==> config.mk <==
export PLATFORM = sky130hd
export DESIGN_NAME = bounded_set_store_core
export DESIGN_NICKNAME = d
export VERILOG_FILES = /design/src/rtl/bss_pkg.sv /design/src/rtl/bounded_set_store_core.sv /design/src/rtl/bss_store.sv /design/src/rtl/bss_seq.sv
export SDC_FILE = /design/constraint.sdc
export NUM_CORES = 1
export LEC_CHECK = 0
export BUFFER_PORTS_ARGS = -buffer_cell sky130_fd_sc_hd__buf_4
export CORE_MARGIN = 2
export CORE_UTILIZATION = 57
export CTS_CLUSTER_SIZE = 25
export DETAILED_ROUTE_END_ITERATION = 8
export GPL_TIMING_DRIVEN = 0
export PLACE_DENSITY = 0.76
export SLEW_MARGIN = 20
export SYNTH_ARGS = -nofsm -noshare
export SYNTH_HDL_FRONTEND = slang
export SYNTH_SLANG_ARGS = --single-unit
export TNS_END_PERCENT = 30
==> constraint.sdc <==
create_clock -name clk_i -period 5.39 [get_ports clk_i]
set_input_delay 0.2695 -clock clk_i [delete_from_list [all_inputs] [get_ports clk_i]]
set_output_delay 0.2695 -clock clk_i [all_outputs]
set_load 0.005 [all_outputs]
==> src/rtl/bss_pkg.sv <==
package bss_pkg;

  localparam int unsigned Depth = 16;
  localparam int unsigned AddrW = $clog2(Depth);
  localparam int unsigned CntW  = $clog2(Depth + 1);
  localparam int unsigned DataW = 32;
  localparam int unsigned ModeW = 2;
  localparam int unsigned StatW = 3;

  localparam logic [ModeW-1:0] MODE_ADD    = 2'd0;
  localparam logic [ModeW-1:0] MODE_REMOVE = 2'd1;

  typedef enum logic [StatW-1:0] {
    STAT_ADDED   = 3'd0,
    STAT_DUP     = 3'd1,
    STAT_FULL    = 3'd2,
    STAT_REMOVED = 3'd3,
    STAT_ABSENT  = 3'd4,
    STAT_QUERY   = 3'd5
  } status_e;

  typedef enum logic [1:0] {
    S_IDLE,
    S_SCAN,
    S_SHIFT,
    S_FINISH
  } state_e;

  typedef struct packed {
    logic             we;
    logic [AddrW-1:0] waddr;
    logic [DataW-1:0] wdata;
    logic [AddrW-1:0] raddr;
  } mem_req_t;

endpackage

==> src/rtl/bounded_set_store_core.sv <==
// Bounded set of up to 16 signed 32-bit values kept packed in a small single-port-read RAM.
// A request is taken when start is high and busy is low; its result (status, presence
// flag, count after the request) appears on the result ports for exactly one cycle with
// done_o high, and must be captured then since the receiver cannot stall the block. A
// request scans the held entries one per cycle through one comparator, stopping at the
// first match, and a remove then moves each later entry down one slot per cycle through
// the same RAM port. A request that finds no match reads every held entry before its
// result (an empty set skips the scan); an add or query stops at the matching slot, and
// a remove that hits reads on through the later entries to move them down. A new
// request may be started in the cycle its predecessor's result is shown. The capacity
// register may be written only while the block is idle; values above 16 act as 16.
module bounded_set_store_core (
  input  logic                             clk_i,
  input  logic                             rst_ni,
  input  logic                             start,
  output logic                             busy,
  input  logic [bss_pkg::ModeW-1:0]        mode_i,
  input  logic signed [bss_pkg::DataW-1:0] value_i,
  input  logic                             cfg_we_i,
  input  logic [bss_pkg::CntW-1:0]         cfg_wdata_i,
  output logic                             done_o,
  output logic [bss_pkg::StatW-1:0]        status_o,
  output logic                             present_o,
  output logic [bss_pkg::CntW-1:0]         count_o
);

  localparam logic [bss_pkg::CntW-1:0] DepthCnt = bss_pkg::CntW'(bss_pkg::Depth);

  logic [bss_pkg::CntW-1:0]  cap_q, cap_d;
  logic [bss_pkg::CntW-1:0]  cap_eff;
  logic [bss_pkg::DataW-1:0] rdata;
  bss_pkg::mem_req_t         mem_req;
  logic                      accept;

  assign cap_d   = cfg_we_i ? cfg_wdata_i : cap_q;
  assign cap_eff = (cap_q > DepthCnt) ? DepthCnt : cap_q;
  assign accept  = start && !busy;

  always_ff @(posedge clk_i or negedge rst_ni) begin
    if (!rst_ni) begin
      cap_q <= DepthCnt;
    end else begin
      cap_q <= cap_d;
    end
  end

  bss_store u_store (
    .clk_i   (clk_i),
    .req_i   (mem_req),
    .rdata_o (rdata)
  );

  bss_seq u_seq (
    .clk_i     (clk_i),
    .rst_ni    (rst_ni),
    .start_i   (accept),
    .mode_i    (mode_i),
    .value_i   (value_i),
    .cap_i     (cap_eff),
    .rdata_i   (rdata),
    .req_o     (mem_req),
    .busy_o    (busy),
    .done_o    (done_o),
    .status_o  (status_o),
    .present_o (present_o),
    .count_o   (count_o)
  );

endmodule

==> src/rtl/bss_store.sv <==
module bss_store (
  input  logic                         clk_i,
  input  bss_pkg::mem_req_t            req_i,
  output logic [bss_pkg::DataW-1:0]    rdata_o
);

  logic [bss_pkg::DataW-1:0] mem [bss_pkg::Depth];
  logic [bss_pkg::DataW-1:0] rdata_q;

  always_ff @(posedge clk_i) begin
    if (req_i.we) begin
      mem[req_i.waddr] <= req_i.wdata;
    end
    rdata_q <= mem[req_i.raddr];
  end

  assign rdata_o = rdata_q;

endmodule

==> src/rtl/bss_seq.sv <==
module bss_seq (
  input  logic                                clk_i,
  input  logic                                rst_ni,
  input  logic                                start_i,
  input  logic [bss_pkg::ModeW-1:0]           mode_i,
  input  logic [bss_pkg::DataW-1:0]           value_i,
  input  logic [bss_pkg::CntW-1:0]            cap_i,
  input  logic [bss_pkg::DataW-1:0]           rdata_i,
  output bss_pkg::mem_req_t                   req_o,
  output logic                                busy_o,
  output logic                                done_o,
  output logic [bss_pkg::StatW-1:0]           status_o,
  output logic                                present_o,
  output logic [bss_pkg::CntW-1:0]            count_o
);

  bss_pkg::state_e               state_q, state_d;
  logic [bss_pkg::AddrW-1:0]     idx_q, idx_d;
  logic [bss_pkg::CntW-1:0]      held_q, held_d;
  logic [bss_pkg::ModeW-1:0]     mode_q, mode_d;
  logic [bss_pkg::DataW-1:0]     value_q, value_d;
  logic                          found_q, found_d;
  logic                          done_q, done_d;
  bss_pkg::status_e              status_q, status_d;
  logic                          present_q, present_d;
  logic [bss_pkg::CntW-1:0]      count_q, count_d;

  logic                          hit;
  logic [bss_pkg::CntW-1:0]      idx_p1, idx_p2;
  logic                          room;

  // The one comparator: stored entry against the request value.
  assign hit    = (rdata_i == value_q);
  assign idx_p1 = {1'b0, idx_q} + bss_pkg::CntW'(1);
  assign idx_p2 = {1'b0, idx_q} + bss_pkg::CntW'(2);
  assign room   = (held_q < cap_i);

  always_comb begin
    state_d = state_q;
    case (state_q)
      bss_pkg::S_IDLE: begin
        if (start_i) begin
          state_d = (held_q == '0) ? bss_pkg::S_FINISH : bss_pkg::S_SCAN;
        end
      end
      bss_pkg::S_SCAN: begin
        if (hit) begin
          if (mode_q == bss_pkg::MODE_REMOVE && idx_p1 < held_q) begin
            state_d = bss_pkg::S_SHIFT;
          end else begin
            state_d = bss_pkg::S_FINISH;
          end
        end else if (idx_p1 >= held_q) begin
          state_d = bss_pkg::S_FINISH;
        end
      end
      bss_pkg::S_SHIFT: begin
        if (idx_p2 >= held_q) begin
          state_d = bss_pkg::S_FINISH;
        end
      end
      bss_pkg::S_FINISH: state_d = bss_pkg::S_IDLE;
      default:           state_d = bss_pkg::S_IDLE;
    endcase
  end

  always_comb begin
    idx_d       = idx_q;
    held_d      = held_q;
    mode_d      = mode_q;
    value_d     = value_q;
    found_d     = found_q;
    done_d      = 1'b0;
    status_d    = status_q;
    present_d   = present_q;
    count_d     = count_q;
    req_o.we    = 1'b0;
    req_o.waddr = idx_q;
    req_o.wdata = rdata_i;
    req_o.raddr = idx_q;
    case (state_q)
      bss_pkg::S_IDLE: begin
        if (start_i) begin
          mode_d      = mode_i;
          value_d     = value_i;
          idx_d       = '0;
          found_d     = 1'b0;
          req_o.raddr = '0;
        end
      end
      bss_pkg::S_SCAN: begin
        // Read one slot ahead; on a hit in a remove this is the first entry to move down.
        req_o.raddr = idx_p1[bss_pkg::AddrW-1:0];
        if (hit) begin
          found_d = 1'b1;
        end else begin
          idx_d = idx_p1[bss_pkg::AddrW-1:0];
        end
      end
      bss_pkg::S_SHIFT: begin
        req_o.we    = 1'b1;
        req_o.waddr = idx_q;
        req_o.wdata = rdata_i;
        req_o.raddr = idx_p2[bss_pkg::AddrW-1:0];
        idx_d       = idx_p1[bss_pkg::AddrW-1:0];
      end
      bss_pkg::S_FINISH: begin
        done_d    = 1'b1;
        present_d = found_q;
        if (mode_q == bss_pkg::MODE_ADD) begin
          if (found_q) begin
            status_d = bss_pkg::STAT_DUP;
          end else if (room) begin
            status_d    = bss_pkg::STAT_ADDED;
            req_o.we    = 1'b1;
            req_o.waddr = held_q[bss_pkg::AddrW-1:0];
            req_o.wdata = value_q;
            held_d      = held_q + bss_pkg::CntW'(1);
          end else begin
            status_d = bss_pkg::STAT_FULL;
          end
        end else if (mode_q == bss_pkg::MODE_REMOVE) begin
          if (found_q) begin
            status_d = bss_pkg::STAT_REMOVED;
            held_d   = held_q - bss_pkg::CntW'(1);
          end else begin
            status_d = bss_pkg::STAT_ABSENT;
          end
        end else begin
          status_d = bss_pkg::STAT_QUERY;
        end
        count_d = held_d;
      end
      default: ;
    endcase
  end

  always_ff @(posedge clk_i or negedge rst_ni) begin
    if (!rst_ni) begin
      state_q <= bss_pkg::S_IDLE;
      held_q  <= '0;
      done_q  <= 1'b0;
      found_q <= 1'b0;
      idx_q   <= '0;
    end else begin
      state_q <= state_d;
      held_q  <= held_d;
      done_q  <= done_d;
      found_q <= found_d;
      idx_q   <= idx_d;
    end
  end

  always_ff @(posedge clk_i) begin
    mode_q    <= mode_d;
    value_q   <= value_d;
    status_q  <= status_d;
    present_q <= present_d;
    count_q   <= count_d;
  end

  assign busy_o    = (state_q != bss_pkg::S_IDLE);
  assign done_o    = done_q;
  assign status_o  = status_q;
  assign present_o = present_q;
  assign count_o   = count_q;

`ifndef SYNTH
  a_held_bound: assert property (@(posedge clk_i) disable iff (!rst_ni)
    held_q <= bss_pkg::CntW'(bss_pkg::Depth))
    else $error("held count exceeds storage depth");

  a_done_single: assert property (@(posedge clk_i) disable iff (!rst_ni)
    done_q |=> !done_q)
    else $error("result strobe held for more than one cycle");

  a_scan_in_range: assert property (@(posedge clk_i) disable iff (!rst_ni)
    (state_q == bss_pkg::S_SCAN) |-> ({1'b0, idx_q} < held_q))
    else $error("scan index past the held entries");

  a_shift_on_remove: assert property (@(posedge clk_i) disable iff (!rst_ni)
    (state_q == bss_pkg::S_SHIFT) |-> (found_q && mode_q == bss_pkg::MODE_REMOVE))
    else $error("entries shifted without a matching remove");

  a_add_counts: assert property (@(posedge clk_i) disable iff (!rst_ni)
    (state_q == bss_pkg::S_FINISH && status_d == bss_pkg::STAT_ADDED)
      |=> (count_o == $past(held_q) + bss_pkg::CntW'(1)))
    else $error("add did not grow the count by one");
`endif

endmodule
# After elaboration in Yosys (flattened, before gate mapping)
# Memories as Yosys holds them, arrays and structs flattened. A register that Yosys moved wholly into a read port is not among the register bits.
# Cells that the tools add are included.
# word_totals
ff_bits	61
input_bits	43
output_inout_bits	11
mem_count	1
ramBits	512
word_cells	76
# mem_list
name	words	word_bits	rd	rd_ports_with_merged_regs	write_ports	line	rtl
u_store.mem	16	32	1	1	1	bss_store.sv:7	logic [bss_pkg::DataW-1:0] mem [bss_pkg::Depth];
# classes
magnitude_cmp	5
reduce_logical	13
n_addsub	4
eq_ne	10
n_mux	32
# ops
operator	count
37-bit two-way mux	3
37-bit case mux with 2 select lines	1
32-bit equality test	1
5-bit two-way mux	6
4-bit case mux with 3 select lines	2
2-bit two-way mux	6
3-bit two-way mux	4
5-bit >= comparator	2
5-bit less-than comparator	2
4-bit two-way mux	2
2-bit case mux with 4 select lines	1
1-bit two-way mux	6
3-bit AND reduction	2
4-bit by 1-bit adder with 5-bit output, second input constant	1
4-bit by 2-bit adder with 5-bit output, second input constant	1
5-bit by 1-bit adder with 5-bit output, second input constant	1
5-bit > comparator, second input constant	1
5-bit logical NOT	1
5-bit by 1-bit subtractor with 5-bit output, second input constant	1
2-bit by 1-bit equality test with 1-bit output, second input constant	2
2-bit equality test, second input constant	2
2-bit logical NOT	2
2-bit by 1-bit inequality test with 1-bit output, second input constant	2
2-bit inequality test, second input constant	2
7 further kinds	10

# Longest topological paths before layout
# depth
depth_word	9
mapped_depth	11

# By module
# Synthesis repeated with hierarchy kept, for this count alone.
# unflattened
hier_cells	1183
hier_area_um2	23648.9
# by_module_without_submodules
mod	n_inst	area_each_um2	cells_each	seq_area_each_um2
bss_store	1	19835.3	838	16015.4
bss_seq	1	3595.9	329	1616.6
bounded_set_store_core	1	217.7	16	126.4

# Worst setup path after synthesis
# Ideal clock, no wire load.
# synth_path
path_type	register to register
start	register u_seq.state_q[0]
end	memory u_store.mem[8][0] in the netlist's numbering, enable pin
stages_incl_launch_ff	9
setup_ps	511
n_path_buf	2
arrival_ps	5422
slack_ps	-543
path_cell_list	dfrtp_1 ha_1 buf_2 inv_1 nor4_1 a21boi_1 buf_2 a21oi_1 o41ai_1
# synth_via
elab_chain_len	4
word_cells_on_any_way	5
cone_classes	eq/ne: 2; mux: 3
# synth_lines
element	line	rtl
start: declaration	bss_seq.sv:17	bss_pkg::state_e state_q, state_d;
start signal: assignment	bss_seq.sv:140	state_q <= bss_pkg::S_IDLE;
start signal: assignment	bss_seq.sv:146	state_q <= state_d;
2-bit equality test	bss_seq.sv:81	case (state_q)
37-bit case mux with 2 select lines *	bss_seq.sv:81	
1-bit two-way mux	bss_store.sv:11	if (req_i.we) begin
1-bit two-way mux (implied by the code)	bss_store.sv:12	mem[req_i.waddr] <= req_i.wdata;
end: declaration	bss_store.sv:7	
# Mark *: on every way between the ends. The rest lies on a longest branch, timed or not.

==> impl_results.md <==
* DR iter-0 viols at 3856
* Slew @ Worst Pin at 1.18 ns
* Dpl cells at 3114
* Chip Height at 226 um
* Adder-cell area share of the yosys netlist at 1.03%
* Min setup slack post-route at 0.912 ns
* Critical path type: reg2reg
* WL final at 91200 um
* Ys Warns at 0
* Power per cell area at 666 mW/mm^2
* Number of diodes at 0
* Simple-Gate Fraction of Synth Area at 12.0%
* Number of synthesized flops with an enable pin at 555
* Pin count of the biggest net entering global routing at 23
* Post-route DRC violation count at 0
* Io pins at 54
* Switching power at 9.46 mW
* Area grow syn2layout at 15.0%
* Post-cts sizing count at 0
* Non-filler instance count after layout at 3271
* Cell Rows at 81
* TNS Setup at 0 ns
* ANT nets after route at 0
* LEAKAGE at 11.0 nW
* Tmin final at 4.48 ns
* # port buffers at 53
* First-pass GRT wire length at 134000 um
* Fmax at 223 MHz
* Fin area at 0.0322 mm^2
* CP max FO at 16
* Synth Area per Inst at 11.6 um^2
* Clock power frac at 20.1%
* Slew margin rel. at 21.0%
* Hpwl dp at 63000 um
* Post-synthesis cell count at 2420
* Core area at 0.0486 mm^2
* Critical Path AT at 4.82 ns
* GP Congestion at 0.964
* Clock sinks at 605
* Switch share at 44.2%
* Grt total ovfl at 0
* Share of cells above drive strength 1 at 7.93%
* Compound-Gate Fraction of Synth Area at 19.0%
* DIE WIDTH at 226 um
* Proportion of synthesized area in mux cells at 0.197%
* Max-cap violations at 0
* Max-slew violation count at 0
* Worst Setup End Kind: register
* Initial Utilization at 57.5%
* Top_reg_cell synth: edfxtp_1
* Fin nets at 2662
* Mapped Nets at 2486
* Yosys reg bits at 605
* H-tree depth at 2
* Reg-to-reg setup timing slack at 0.91 ns
* CTS Root Buffer Type: clkbuf_16
* Full die area at 0.0509 mm^2
* Dpl ws at 1.11 ns
* Synth Cell Area at 0.0280 mm^2
* Async S/R FF share, synth at 2.98%
* Post-DP Area at 0.0297 mm^2
* Final hold vios at 0
* Sequential Power Share at 31.8%
* Clk slew on worst S/H paths at 0.06 ns
* Largest family of logic cells by synthesized area: compound AO/OA/AOI/OAI gates
* Wire length per cell at 27.9 um
* Cell-internal power at 12.0 mW
* Fin crit share at 83.1%
* GRT Overall Usage at 35.8%
* Layout fillers at 3516
* Power, Total at 21.4 mW
* Antenna violations before repair at 0
* Vias in the first global route at 22275
* Startpoint types: register
* Finished Core Util at 66.1%
* Seq/Total Area, Yosys at 63.5%
* CTS Buf Count at 61
* Clk_skew at 0.0329 ns
* TritonRoute pass-1 iters at 8
* Clk buf depth at 3
* Setup violators final at 0
* Status: complete, no violations
* Routed vias/inst at 7.05
* XOR/XNOR Fraction of Synth Area at 1.35%
* Critical path data required time at 5.73 ns
* Clock Latency Late Sink at 0.67 ns
* CTS tree: done
* Vias at 23055
* Class of the worst hold path: in2async
* Hold_ws at 0.0558 ns
* Max VDD drop at 336 uV
* Count of cell types in the netlist at 63
* Gate power share at 48.1%
* RSZ-0062 raised after global routing: false
-- cell usage in the layout (no fill, tap or decap), types with 5 or more instances in the layout --
master,netlist,layout
xnor2_1,9,9
dlygate4sd3_1,0,41
buf_16,0,12
nor2b_1,5,5
clkbuf_16,0,61
nor2_4,0,12
ha_1,23,23
dfxtp_1,32,32
or4_1,33,33
bufinv_16,0,6
a221oi_1,129,129
nor2_1,22,10
nor4_1,14,13
buf_1,20,20
o21ai_0,11,11
clkbuf_1,164,176
a21oi_1,270,269
inv_1,17,16
nor3_1,135,135
nand3_1,6,6
a31oi_1,6,6
buf_2,16,16
dfrtp_1,17,17
clkinv_1,3,15
nand2_1,541,541
edfxtp_1,555,555
clkinv_2,0,11
buf_4,0,55
xor2_1,34,34
a211oi_1,129,129
clkinvlp_4,0,5
a22o_1,162,162
-- layout make-up --
| cell class | instances | area, um^2 | share of cell area, % |
|---|---|---|---|
| multi-input cells | 1595 | 9500 | 29.5 |
| clock buffers | 77 | 1630 | 5.06 |
| well taps | 622 | 778 | 2.42 |
| clock inverters | 39 | 404 | 1.26 |
| plain buffers | 200 | 771 | 2.40 |
| flip-flops and latches | 605 | 17800 | 55.2 |
| repair buffers | 113 | 1240 | 3.87 |
| inverters | 20 | 75.1 | 0.233 |
-- per-layer routing --
| metal | global-route usage, % | part of all wire [%] | wire (um) |
|---|---|---|---|
| met1 | 47.1 | 36 | 32600 |
| met2 | 53.8 | 44 | 40500 |
| met3 | 8.87 | 13 | 12100 |
| met4 | 22.4 | 6.5 | 5940 |
| met5 | 0 | 0 | 0 |
-- synthesized netlist by cell type, drive strengths merged, types with 3 or more instances --
| master | n | area, um^2 |
|---|---|---|
| o31ai | 3 | 22.5 |
| xor2 | 34 | 298 |
| a21oi | 270 | 1350 |
| a22o | 162 | 1420 |
| nor2 | 22 | 82.6 |
| o21ai | 12 | 60.1 |
| a211oi | 129 | 968 |
| nand3 | 6 | 30.0 |
| dfxtp | 32 | 641 |
| nand2 | 541 | 2030 |
| or4 | 33 | 248 |
| clkbuf | 164 | 616 |
| nand2b | 3 | 18.8 |
| a221oi | 129 | 1130 |
| edfxtp | 555 | 16700 |
| clkinv | 3 | 11.3 |
| a31oi | 6 | 37.5 |
| nor2b | 5 | 31.3 |
| o22ai | 5 | 37.5 |
| dfrtp | 17 | 425 |
| inv | 17 | 63.8 |
| nor3 | 135 | 676 |
| and3 | 4 | 25.0 |
| xnor2 | 9 | 78.8 |
| buf | 36 | 155 |
| nor4 | 15 | 100 |
| nand4 | 3 | 18.8 |
| ha | 23 | 288 |
| mux2 | 4 | 45.0 |
| o211ai | 3 | 22.5 |
-- timing repair --
action	in CTS	in global routing
hold buffers	41	0
endpoints found under the hold margin	57	0
setup buffers	0	0
-- critical path, stage by stage (launching register included) --
cell and delay (ns):
dfrtp_1 0.43, ha_1 0.49, buf_2 0.32, inv_1 0.19
nor4_1 0.40, a21boi_1 0.43, buf_2 0.38, buf_1 0.78
a22o_1 0.72
-- worst paths after layout --
| path | end | cells past startpoint | from |
|---|---|---|---|
| setup / recovery | u_store.mem[6][25] | 8 | u_seq.state_q[0] |
| setup reg to reg | u_store.mem[6][25] | 8 | u_seq.state_q[0] |
| hold / removal | u_seq.idx_q[3] | 2 | rst_ni |
| min in group clk_i | u_seq.found_q | 4 | start |
| max in group asynchronous | cap_q[4] | 2 | rst_ni |
| hold reg to reg | cap_q[2] | 1 | cap_q[2] |
-- flip-flops by register name (all words and copies together) (netlist names), 3 cells and up --
| register | flops |
|---|---|
| u_seq.idx_q | 4 |
| u_store.rdata_o | 32 |
| cap_q | 5 |
| u_seq.value_q | 32 |
| u_store.mem | 512 |
| u_seq.status_o | 3 |
| u_seq.count_o | 5 |
| u_seq.held_q | 5 |
-- cells by family after synthesis --
| kind of cell | Yosys count |
|---|---|
| xor gates and xnor gates | 43 |
| DFF | 605 |
| AOI/OAI and AO/OA | 746 |
| and+or+nand+nor | 778 |
| buffers and inverters | 220 |
| muxes | 5 |
| adders and majority gates | 23 |
-- power groups by stage --
| stage | clock network [mW] | logic [mW] | registers, mW |
|---|---|---|---|
| 6_report | 4.31 | 10.3 | 6.82 |
| 5_1_grt | 4.49 | 10.8 | 6.86 |
| 4_1_cts | 4.29 | 9.88 | 6.80 |
| 3_5_place_dp | 0 | 9.76 | 6.89 |
| 3_3_place_gp | 0 | 9.26 | 6.89 |
| 2_1_floorplan | 0 | 6.22 | 6.78 |
(Power assumes the default switching activity.)
